## config.mk

```make
export PLATFORM = sky130hd
export DESIGN_NAME = rx_buffer_tracker_dispatch
export DESIGN_NICKNAME = d
export VERILOG_FILES = /design/src/rbtd_pkg.sv /design/src/rbtd_ctrl.sv /design/src/rbtd_datapath.sv /design/src/rx_buffer_tracker_dispatch.sv
export SDC_FILE = /design/constraint.sdc
export NUM_CORES = 2
export LEC_CHECK = 0
export ABC_AREA = 0
export BUFFER_PORTS_ARGS = -buffer_cell sky130_fd_sc_hd__buf_4
export CAP_MARGIN = 20
export CORE_MARGIN = 1
export CORE_UTILIZATION = 54
export DETAILED_ROUTE_END_ITERATION = 10
export GPL_TIMING_DRIVEN = 0
export HOLD_SLACK_MARGIN = 0.05
export PLACE_DENSITY_LB_ADDON = 0.25
export REMOVE_ABC_BUFFERS = 1
export SYNTH_ARGS = -nofsm -noshare
export SYNTH_HDL_FRONTEND = slang
export SYNTH_HIERARCHICAL = 1
export SYNTH_SLANG_ARGS = --single-unit
```

## constraint.sdc

```tcl
create_clock -name clk -period 6.1 [get_ports clk]
set_input_delay 0.61 -clock clk [delete_from_list [all_inputs] [get_ports clk]]
set_output_delay 0.61 -clock clk [all_outputs]
set_load 0.1 [all_outputs]
```

## src/rbtd_pkg.sv

```systemverilog
// ---------------------------------------------------------------------------
// rbtd_pkg
// Shared types and constants for the receive buffer tracker with dispatch.
// ---------------------------------------------------------------------------
package rbtd_pkg;

	localparam int RING_DEPTH = 64;
	localparam int NUM_PORTS  = 4;
	localparam int RULE_REGS  = 4;
	localparam int PORT_LIMIT = (NUM_PORTS < RULE_REGS) ? NUM_PORTS : RULE_REGS;

	localparam int IDX_W   = $clog2(RING_DEPTH);
	localparam int PTR_W   = IDX_W + 1;
	localparam int ADDR_W  = 40;
	localparam int TAG_W   = 16;
	localparam int SRC_W   = 5;
	localparam int NET_W   = 8;
	localparam int LEN_W   = 16;
	localparam int STAT_W  = 3;
	localparam int PORT_W  = 2;
	localparam int OCC_W   = 7;
	localparam int CNT_W   = 3;
	localparam int RULE_W  = 42;
	localparam int CIDX_W  = 3;

	// Rule register fields.
	localparam int RULE_NET_LO = 32;
	localparam int RULE_ANY    = 40;
	localparam int RULE_OPEN   = 41;

	// Operation codes.
	localparam logic OP_POST       = 1'b0;
	localparam logic OP_COMPLETION = 1'b1;

	// Configuration register indexes.
	localparam logic [CIDX_W-1:0] CFG_PORT_COUNT = 3'd0;
	localparam logic [CIDX_W-1:0] CFG_RULE0      = 3'd1;
	localparam logic [CIDX_W-1:0] CFG_RULE1      = 3'd2;
	localparam logic [CIDX_W-1:0] CFG_RULE2      = 3'd3;
	localparam logic [CIDX_W-1:0] CFG_RULE3      = 3'd4;

	typedef enum logic [STAT_W-1:0] {
		RES_POSTED    = 3'd0,
		RES_FULL      = 3'd1,
		RES_DELIVERED = 3'd2,
		RES_NULL_ADDR = 3'd3,
		RES_EMPTY     = 3'd4,
		RES_MISMATCH  = 3'd5,
		RES_NO_PORT   = 3'd6
	} result_code_t;

	typedef enum logic {
		S_IDLE,
		S_EXEC
	} state_t;

	// Commands from the controller to the datapath.
	typedef struct packed {
		logic capture;
		logic commit;
	} dp_cmd_t;

	// Status from the datapath to the controller.
	typedef struct packed {
		logic out_free;
	} dp_stat_t;

endpackage

```

## src/rbtd_ctrl.sv

```systemverilog
// ---------------------------------------------------------------------------
// rbtd_ctrl
// Controller: sequences capture of a transaction and its commit.
// ---------------------------------------------------------------------------
module rbtd_ctrl import rbtd_pkg::*; (
	input  logic     clk,
	input  logic     arst_n,
	input  logic     in_valid,
	output logic     in_ready,
	input  dp_stat_t stat,
	output dp_cmd_t  cmd
);

	state_t state_q;
	state_t state_d;

	always_ff @(posedge clk or negedge arst_n) begin
		if (!arst_n) begin
			state_q <= S_IDLE;
		end else begin
			state_q <= state_d;
		end
	end

	always_comb begin
		state_d = state_q;
		case (state_q)
			S_IDLE: begin
				if (in_valid) begin
					state_d = S_EXEC;
				end
			end
			S_EXEC: begin
				// Commit waits until the result register can take the result.
				if (stat.out_free) begin
					state_d = S_IDLE;
				end
			end
			default: begin
				state_d = S_IDLE;
			end
		endcase
	end

	always_comb begin
		in_ready    = 1'b0;
		cmd.capture = 1'b0;
		cmd.commit  = 1'b0;
		case (state_q)
			S_IDLE: begin
				in_ready    = 1'b1;
				cmd.capture = in_valid;
			end
			S_EXEC: begin
				cmd.commit = stat.out_free;
			end
			default: begin
				in_ready = 1'b0;
			end
		endcase
	end

endmodule

```

## src/rbtd_datapath.sv

```systemverilog
// ---------------------------------------------------------------------------
// rbtd_datapath
// Datapath: ring memory, pointers, dispatch rules and result register.
// ---------------------------------------------------------------------------
module rbtd_datapath import rbtd_pkg::*; (
	input  logic                clk,
	input  logic                arst_n,
	input  dp_cmd_t             cmd,
	output dp_stat_t            stat,
	input  logic                cfg_we,
	input  logic [CIDX_W-1:0]   cfg_index,
	input  logic [RULE_W-1:0]   cfg_data,
	input  logic                op,
	input  logic [ADDR_W-1:0]   buffer_addr,
	input  logic [TAG_W-1:0]    buffer_tag,
	input  logic [SRC_W-1:0]    source_id,
	input  logic [NET_W-1:0]    completion_netid,
	input  logic [LEN_W-1:0]    length,
	output logic                out_valid,
	input  logic                out_ready,
	output logic [STAT_W-1:0]   status,
	output logic [PORT_W-1:0]   port,
	output logic [TAG_W-1:0]    out_tag,
	output logic [LEN_W-1:0]    out_length,
	output logic [OCC_W-1:0]    occupancy
);

	localparam int ENTRY_W = ADDR_W + TAG_W;

	// Configuration registers.
	logic [CNT_W-1:0]  port_count_q;
	logic [RULE_W-1:0] rule_q [RULE_REGS];

	always_ff @(posedge clk or negedge arst_n) begin
		if (!arst_n) begin
			port_count_q <= '0;
			for (int i = 0; i < RULE_REGS; i++) begin
				rule_q[i] <= '0;
			end
		end else if (cfg_we) begin
			case (cfg_index)
				CFG_PORT_COUNT: port_count_q <= cfg_data[CNT_W-1:0];
				CFG_RULE0:      rule_q[0]    <= cfg_data;
				CFG_RULE1:      rule_q[1]    <= cfg_data;
				CFG_RULE2:      rule_q[2]    <= cfg_data;
				CFG_RULE3:      rule_q[3]    <= cfg_data;
				default:        port_count_q <= port_count_q;
			endcase
		end
	end

	// Captured transaction.
	logic              op_q;
	logic [ADDR_W-1:0] addr_q;
	logic [TAG_W-1:0]  tag_q;
	logic [SRC_W-1:0]  src_q;
	logic [NET_W-1:0]  net_q;
	logic [LEN_W-1:0]  len_q;

	always_ff @(posedge clk) begin
		if (cmd.capture) begin
			op_q   <= op;
			addr_q <= buffer_addr;
			tag_q  <= buffer_tag;
			src_q  <= source_id;
			net_q  <= completion_netid;
			len_q  <= length;
		end
	end

	// Pointers.
	logic [PTR_W-1:0] wr_ptr_q;
	logic [PTR_W-1:0] rd_ptr_q;
	logic [PTR_W-1:0] held;
	logic             full;
	logic             empty;

	assign held  = wr_ptr_q - rd_ptr_q;
	assign full  = (held == PTR_W'(RING_DEPTH));
	assign empty = (held == '0);

	// Ring memory; the read port always looks at the oldest entry.
	logic [ENTRY_W-1:0] ring_mem [RING_DEPTH];
	logic [ENTRY_W-1:0] rd_data_q;
	logic               mem_we;

	assign mem_we = cmd.commit && (op_q == OP_POST) && !full;

	always_ff @(posedge clk) begin
		if (mem_we) begin
			ring_mem[wr_ptr_q[IDX_W-1:0]] <= {addr_q, tag_q};
		end
		rd_data_q <= ring_mem[rd_ptr_q[IDX_W-1:0]];
	end

	logic [ADDR_W-1:0] pop_addr;
	logic [TAG_W-1:0]  pop_tag;
	logic              pop;

	assign pop_addr = rd_data_q[ENTRY_W-1:TAG_W];
	assign pop_tag  = rd_data_q[TAG_W-1:0];
	assign pop      = (op_q == OP_COMPLETION) && !empty;

	always_ff @(posedge clk or negedge arst_n) begin
		if (!arst_n) begin
			wr_ptr_q <= '0;
			rd_ptr_q <= '0;
		end else if (cmd.commit) begin
			if (mem_we) begin
				wr_ptr_q <= wr_ptr_q + 1'b1;
			end
			if (pop) begin
				rd_ptr_q <= rd_ptr_q + 1'b1;
			end
		end
	end

	// Dispatch: first open port, within the registered count, that accepts
	// the source id and network id.
	logic [CNT_W-1:0]  limit;
	logic              found;
	logic [PORT_W-1:0] sel;

	assign limit = (port_count_q > CNT_W'(PORT_LIMIT)) ? CNT_W'(PORT_LIMIT) : port_count_q;

	always_comb begin
		found = 1'b0;
		sel   = '0;
		for (int i = RULE_REGS - 1; i >= 0; i--) begin
			if ((CNT_W'(i) < limit) && rule_q[i][RULE_OPEN] && rule_q[i][src_q]
			    && (rule_q[i][RULE_ANY]
			        || (rule_q[i][RULE_NET_LO +: NET_W] == net_q))) begin
				found = 1'b1;
				sel   = PORT_W'(i);
			end
		end
	end

	// Result of the captured transaction.
	result_code_t      res_code;
	logic [PORT_W-1:0] res_port;
	logic [TAG_W-1:0]  res_tag;
	logic [LEN_W-1:0]  res_len;
	logic [PTR_W-1:0]  held_next;

	always_comb begin
		res_port = '0;
		res_tag  = '0;
		res_len  = '0;
		if (op_q == OP_POST) begin
			res_code = full ? RES_FULL : RES_POSTED;
		end else begin
			if (pop) begin
				res_tag = pop_tag;
			end
			if (addr_q == '0) begin
				res_code = RES_NULL_ADDR;
			end else if (!pop) begin
				res_code = RES_EMPTY;
			end else if (pop_addr != addr_q) begin
				res_code = RES_MISMATCH;
			end else if (found) begin
				res_code = RES_DELIVERED;
				res_port = sel;
				res_len  = len_q;
			end else begin
				res_code = RES_NO_PORT;
			end
		end
	end

	assign held_next = held + PTR_W'(mem_we) - PTR_W'(pop);

	// Result register.
	logic              out_valid_q;
	logic [STAT_W-1:0] status_q;
	logic [PORT_W-1:0] port_q;
	logic [TAG_W-1:0]  out_tag_q;
	logic [LEN_W-1:0]  out_length_q;
	logic [OCC_W-1:0]  occupancy_q;

	assign stat.out_free = !out_valid_q || out_ready;

	always_ff @(posedge clk or negedge arst_n) begin
		if (!arst_n) begin
			out_valid_q <= 1'b0;
		end else if (cmd.commit) begin
			out_valid_q <= 1'b1;
		end else if (out_ready) begin
			out_valid_q <= 1'b0;
		end
	end

	always_ff @(posedge clk) begin
		if (cmd.commit) begin
			status_q     <= res_code;
			port_q       <= res_port;
			out_tag_q    <= res_tag;
			out_length_q <= res_len;
			occupancy_q  <= OCC_W'(held_next);
		end
	end

	assign out_valid  = out_valid_q;
	assign status     = status_q;
	assign port       = port_q;
	assign out_tag    = out_tag_q;
	assign out_length = out_length_q;
	assign occupancy  = occupancy_q;

endmodule

```

## src/rx_buffer_tracker_dispatch.sv

```systemverilog
// ---------------------------------------------------------------------------
// rx_buffer_tracker_dispatch
// Receive buffer ring with completion checking and flow dispatch to ports.
// ---------------------------------------------------------------------------
//
// Channel   Direction  Handshake               Payload
// in        input      in_valid / in_ready     op, buffer_addr, buffer_tag,
//                                              source_id, completion_netid, length
// out       output     out_valid / out_ready   status, port, out_tag,
//                                              out_length, occupancy
// cfg       input      cfg_valid / cfg_ready   cfg_index, cfg_data
//
// Each input transaction goes through two steps: capture while the ring
// memory reads the oldest entry, then check, update the pointers and
// load the result register. The registered read port of the ring sets this.
// The result register frees the input side: a new transaction is taken while
// the previous result still waits. A stalled output holds the commit step.
// Reset clears the pointers, the port count and the rules; ring contents are
// only read after they are written, so they need no clearing.
//
module rx_buffer_tracker_dispatch import rbtd_pkg::*; (
	input  logic                clk,
	input  logic                arst_n,
	// Input transactions.
	input  logic                in_valid,
	output logic                in_ready,
	input  logic                op,
	input  logic [ADDR_W-1:0]   buffer_addr,
	input  logic [TAG_W-1:0]    buffer_tag,
	input  logic [SRC_W-1:0]    source_id,
	input  logic [NET_W-1:0]    completion_netid,
	input  logic [LEN_W-1:0]    length,
	// Result transactions.
	output logic                out_valid,
	input  logic                out_ready,
	output logic [STAT_W-1:0]   status,
	output logic [PORT_W-1:0]   port,
	output logic [TAG_W-1:0]    out_tag,
	output logic [LEN_W-1:0]    out_length,
	output logic [OCC_W-1:0]    occupancy,
	// Configuration writes.
	input  logic                cfg_valid,
	output logic                cfg_ready,
	input  logic [CIDX_W-1:0]   cfg_index,
	input  logic [RULE_W-1:0]   cfg_data
);

	dp_cmd_t  cmd;
	dp_stat_t stat;

	// Configuration writes are taken unchecked; they must only arrive while idle.
	assign cfg_ready = 1'b1;

	// The controller decides when a transaction is captured and committed.
	rbtd_ctrl u_ctrl (
		.clk      (clk),
		.arst_n   (arst_n),
		.in_valid (in_valid),
		.in_ready (in_ready),
		.stat     (stat),
		.cmd      (cmd)
	);

	// The datapath holds the ring, the rules and the result register.
	rbtd_datapath u_dp (
		.clk              (clk),
		.arst_n           (arst_n),
		.cmd              (cmd),
		.stat             (stat),
		.cfg_we           (cfg_valid && cfg_ready),
		.cfg_index        (cfg_index),
		.cfg_data         (cfg_data),
		.op               (op),
		.buffer_addr      (buffer_addr),
		.buffer_tag       (buffer_tag),
		.source_id        (source_id),
		.completion_netid (completion_netid),
		.length           (length),
		.out_valid        (out_valid),
		.out_ready        (out_ready),
		.status           (status),
		.port             (port),
		.out_tag          (out_tag),
		.out_length       (out_length),
		.occupancy        (occupancy)
	);

`ifndef SYNTHESIS
	// Only one transaction is in work at a time.
	a_one_in_work: assert property (@(posedge clk) disable iff (!arst_n)
		(in_valid && in_ready) |=> !in_ready)
		else $error("input taken while a transaction is in work");

	// The ring never reports more entries than it has.
	a_occ_bound: assert property (@(posedge clk) disable iff (!arst_n)
		out_valid |-> (occupancy <= OCC_W'(RING_DEPTH)))
		else $error("occupancy beyond ring depth");

	// A refused post means the ring is full.
	a_full_occ: assert property (@(posedge clk) disable iff (!arst_n)
		(out_valid && (status == RES_FULL)) |-> (occupancy == OCC_W'(RING_DEPTH)))
		else $error("full reported with ring not full");

	// Only a delivered buffer carries a port and a length.
	a_undelivered: assert property (@(posedge clk) disable iff (!arst_n)
		(out_valid && (status != RES_DELIVERED)) |-> ((port == '0) && (out_length == '0)))
		else $error("port or length set on an undelivered result");
`endif

endmodule
```

==> reports/results.tsv <==
metric	value	unit
layout_setup_ws	0.3840	ns
drc	0	
grt_first_pass_wirelength	556500	um
skew	0.04415	ns
dpl.hpwl	252300	um
crit_chain	buf_16 -> ha_1 -> inv_1 -> fa_1 -> a21o_1 -> a21oi_1 -> xnor2_1 -> ha_1 -> nand4_1 -> nand2_1 -> o31ai_2 -> nor2b_1 -> nand2_1 -> nor2_4 -> buf_12 -> buf_12	
power.density	440.3	nW/um^2
die-area	280700	sq um
p_leak	0.05722	uW
grt_pass1_vias	73300	
vias_per_cell	6.705	
grt_remaining_overflow	0	
rows	193	
cts_max_path_buffers	4	
outcome	completed	
vias	73060	
firstDrtPassIters	7	
startpoint_type	flop	
cp.arrival	6.31	ns
root_buffer	clkbuf_16	
tightest_slew	1.177	ns
grtUsageTotal	0.2866	
reg2reg_to	u_dp/ring_mem[17][6]	
r2r-start	u_dp/rd_ptr_q[0]	
rsz0062_at_grt	false	
die_h	529.8	um
total_power	78810	uW
syn_area_per_cell	24.85	sq um
portBuffers	181	
critPathRequiredTime	6.69	ns
clock_latency	0.93	ns
grt_max_degree	126	
wl	400000	um
post-place-cells	10030	
cts_tree	built	
ys_async_sr_fraction	0.04726	
cp_max_fo	38	
topRoutingLayerUsed	met5	
synth_edf_count	3714	
nets	7019	
cts_buffers	392	
end_kind	flop	
maxCapViolCount	0	
fmax	174.9	MHz
synth_top_flop_cell	edfxtp_1	
fp.coreArea	276700	sq um
crit_buf_inv	4	
path_class	reg -> reg	
r2r_slack	0.38	ns
relSlewSlack	0.2084	
final_cell_mix	edfxtp_1 (3714), mux4_2 (1208), clkbuf_16 (398)	
final_common_cell	edfxtp_1	
hp-class	in -> reg	
cts_sinks	3957	
ys_seq_area_frac	0.7799	
ys.warnings.count	6	
whs_path_depth	3	
synth_area	150400	sq um
finalSetupViolations	0	
ios	183	
route.met3.wl	45760	um
crit_slowest_cell	nor2_4	
synth_cell_type_count	56	
drtIter0Drc	11550	
wirelength_met1	153600	um
cpPeakStageDelay	0.82	ns
peakVddDrop	0.3998	mV
hp-start	cfg_index[1]	
pre_cts_slack	-0.06117	ns
syn_to_final_growth	18.98	%
rr_worst_depth	16	
critical-path-top-delay-family	simple AND/OR/NAND/NOR gates	
dr_wl_met2	184400	um
gp_congestion	0.7355	
period_share	0.9371	
instances_no_fill	10900	
antenna_left	0	
period_minus_slack	5.716	ns
drive_gt1_frac	0.3653	
detail_route.wl_per_cell	36.71	um
hold_end	u_dp/rule_q[0]	
slew_violations	0	
hold_viol_final	0	
ys_seq_elements	3957	
die_width	529.8	um
initial_core_util	0.5436	
syn_inst	6054	
antenna_found_initial	4	
ctsHtreeMaxLevel	5	
cts.reportedPaths.clkPinSlew	0.06	ns
## how the worst max path moves through the flow
stage	end	slack, ns	cells past startpoint	start
after floorplan	u_dp/ring_mem[56][10]	-33.22	13	u_dp/rd_ptr_q[0]
after global placement	u_dp/ring_mem[47][12]	-54.63	9	u_dp/rd_ptr_q[0]
after detailed placement	u_dp/ring_mem[31][1]	-0.06	12	u_dp/rd_ptr_q[0]
after CTS	u_dp/ring_mem[24][12]	0.1	13	u_dp/rd_ptr_q[0]
after global routing	u_dp/occupancy[6]	0.04	22	u_dp/rd_ptr_q[0]
final	u_dp/ring_mem[17][6]	0.38	16	u_dp/rd_ptr_q[0]
## metrics by stage
step / hold slack, ns / setup TNS, ns / cell area, sq um / util
after floorplan: 0.3144 / - / 149200 / -
after global placement: 0.4824 / - / 155200 / 0.5608
after detailed placement: 0.4899 / -1.384 / 164500 / 0.5944
after CTS: 0.1116 / 0 / 178700 / 0.6458
after global routing: 0.1395 / 0 / 179000 / 0.6467
final: 0.1494 / 0 / 179000 / 0.6468
## power breakdown
part / internal (uW) / switching (uW) / total [uW]
Clock: 14300 / 10200 / 24400
Sequential: 31900 / 1050 / 32900
Combinational: 10800 / 10700 / 21500
## cells in the mapped netlist (2+ instances only)
master    number  share of area
a41o_1         2        0.00013
buf_6          2        0.00015
a211oi_1       2        0.00010
a21o_1         7        0.00035
nand4_1        8        0.00033
mux4_2      1208           0.18
nor4_1        27         0.0011
nor2_1        82         0.0020
or3_1          2       0.000083
ha_1          17         0.0014
inv_1         21        0.00052
buf_4          5        0.00025
nor2b_1        8        0.00033
nand2b_1       8        0.00033
nand3_1        6        0.00020
nor3_1        11        0.00037
o21ai_0        4        0.00013
fa_1           2        0.00027
xor2_1        68         0.0040
nand3b_1       2        0.00010
mux2_2       175          0.013
xnor2_1       28         0.0016
nand2_1       20        0.00050
dfrtp_1      187          0.031
buf_1         53         0.0013
a21oi_1       10        0.00033
buf_2         68         0.0023
o311ai_0       2        0.00012
or3b_2         2        0.00012
and3_1        18        0.00075
edfxtp_1    3714           0.74
mux2i_1        2        0.00013
o22ai_1        7        0.00029
o31ai_1        3        0.00015
nor4bb_1       3        0.00020
and2_1        20        0.00083
dfxtp_1       56         0.0075
or2_2          3        0.00012
clkbuf_1     174         0.0043
## worst register-to-register path: cells and delay by family (launching register included)
kind                     cells  cell delay, ns
AND/OR/NAND/NOR              5            2.07
buffers and inverters        4            0.93
adder cells (fa/ha/maj)      3            0.87
AO/OA/AOI/OAI                3            0.69
flip-flops                   1            0.63
XOR/XNOR                     1            0.18
## metal layers
metal  vias up  track usage
met5         -     0.001197
met4         2       0.1081
met3       921      0.06352
met2      5025       0.4281
met1     39330       0.4191
li1      27770            -
## flip-flops by register name, summed over array words and instances (netlist names), 5 cells and up
signal and flops:
u_dp/ring_mem 3584, u_dp/occupancy 7, u_dp/out_length 16, u_dp/src_q 5
u_dp/rd_ptr_q 7, u_dp/len_q 16, u_dp/tag_q 16, u_dp/rd_data_q 56
u_dp/wr_ptr_q 7, u_dp/addr_q 40, u_dp/out_tag 16, u_dp/rule_q 168
u_dp/net_q 8
## cell type report
class,count,area (sq um)
Sequential cell,3957,117300
Fill cell,17170,97750
Multi-Input combinational cell,1773,32320
Timing Repair Buffer,718,11660
Clock buffer,507,10600
Tap cell,3705,4636
Clock inverter,206,2325
Inverter,22,95.09
Antenna cell,8,20.02
## logic make-up after synthesis
logic type / Yosys count / synth area share
buffers and inverters: 324 / 0.008874
AND/OR/NAND/NOR: 226 / 0.007760
flip-flops: 3957 / 0.7799
adder cells (fa/ha/maj): 19 / 0.001680
AO/OA/AOI/OAI: 46 / 0.002129
multiplexers: 1385 / 0.1941
XOR/XNOR: 96 / 0.005589
other: 1 / 0.00002493
## repair_timing
item	CTS	global route
pin swaps	0	2
buffers inserted	0	3
endpoints found under the setup margin	31	332
resized for setup	1	1
endpoints found under the hold margin	321	0
hold buffers	131	0
Power figures use the tool's default switching activity.
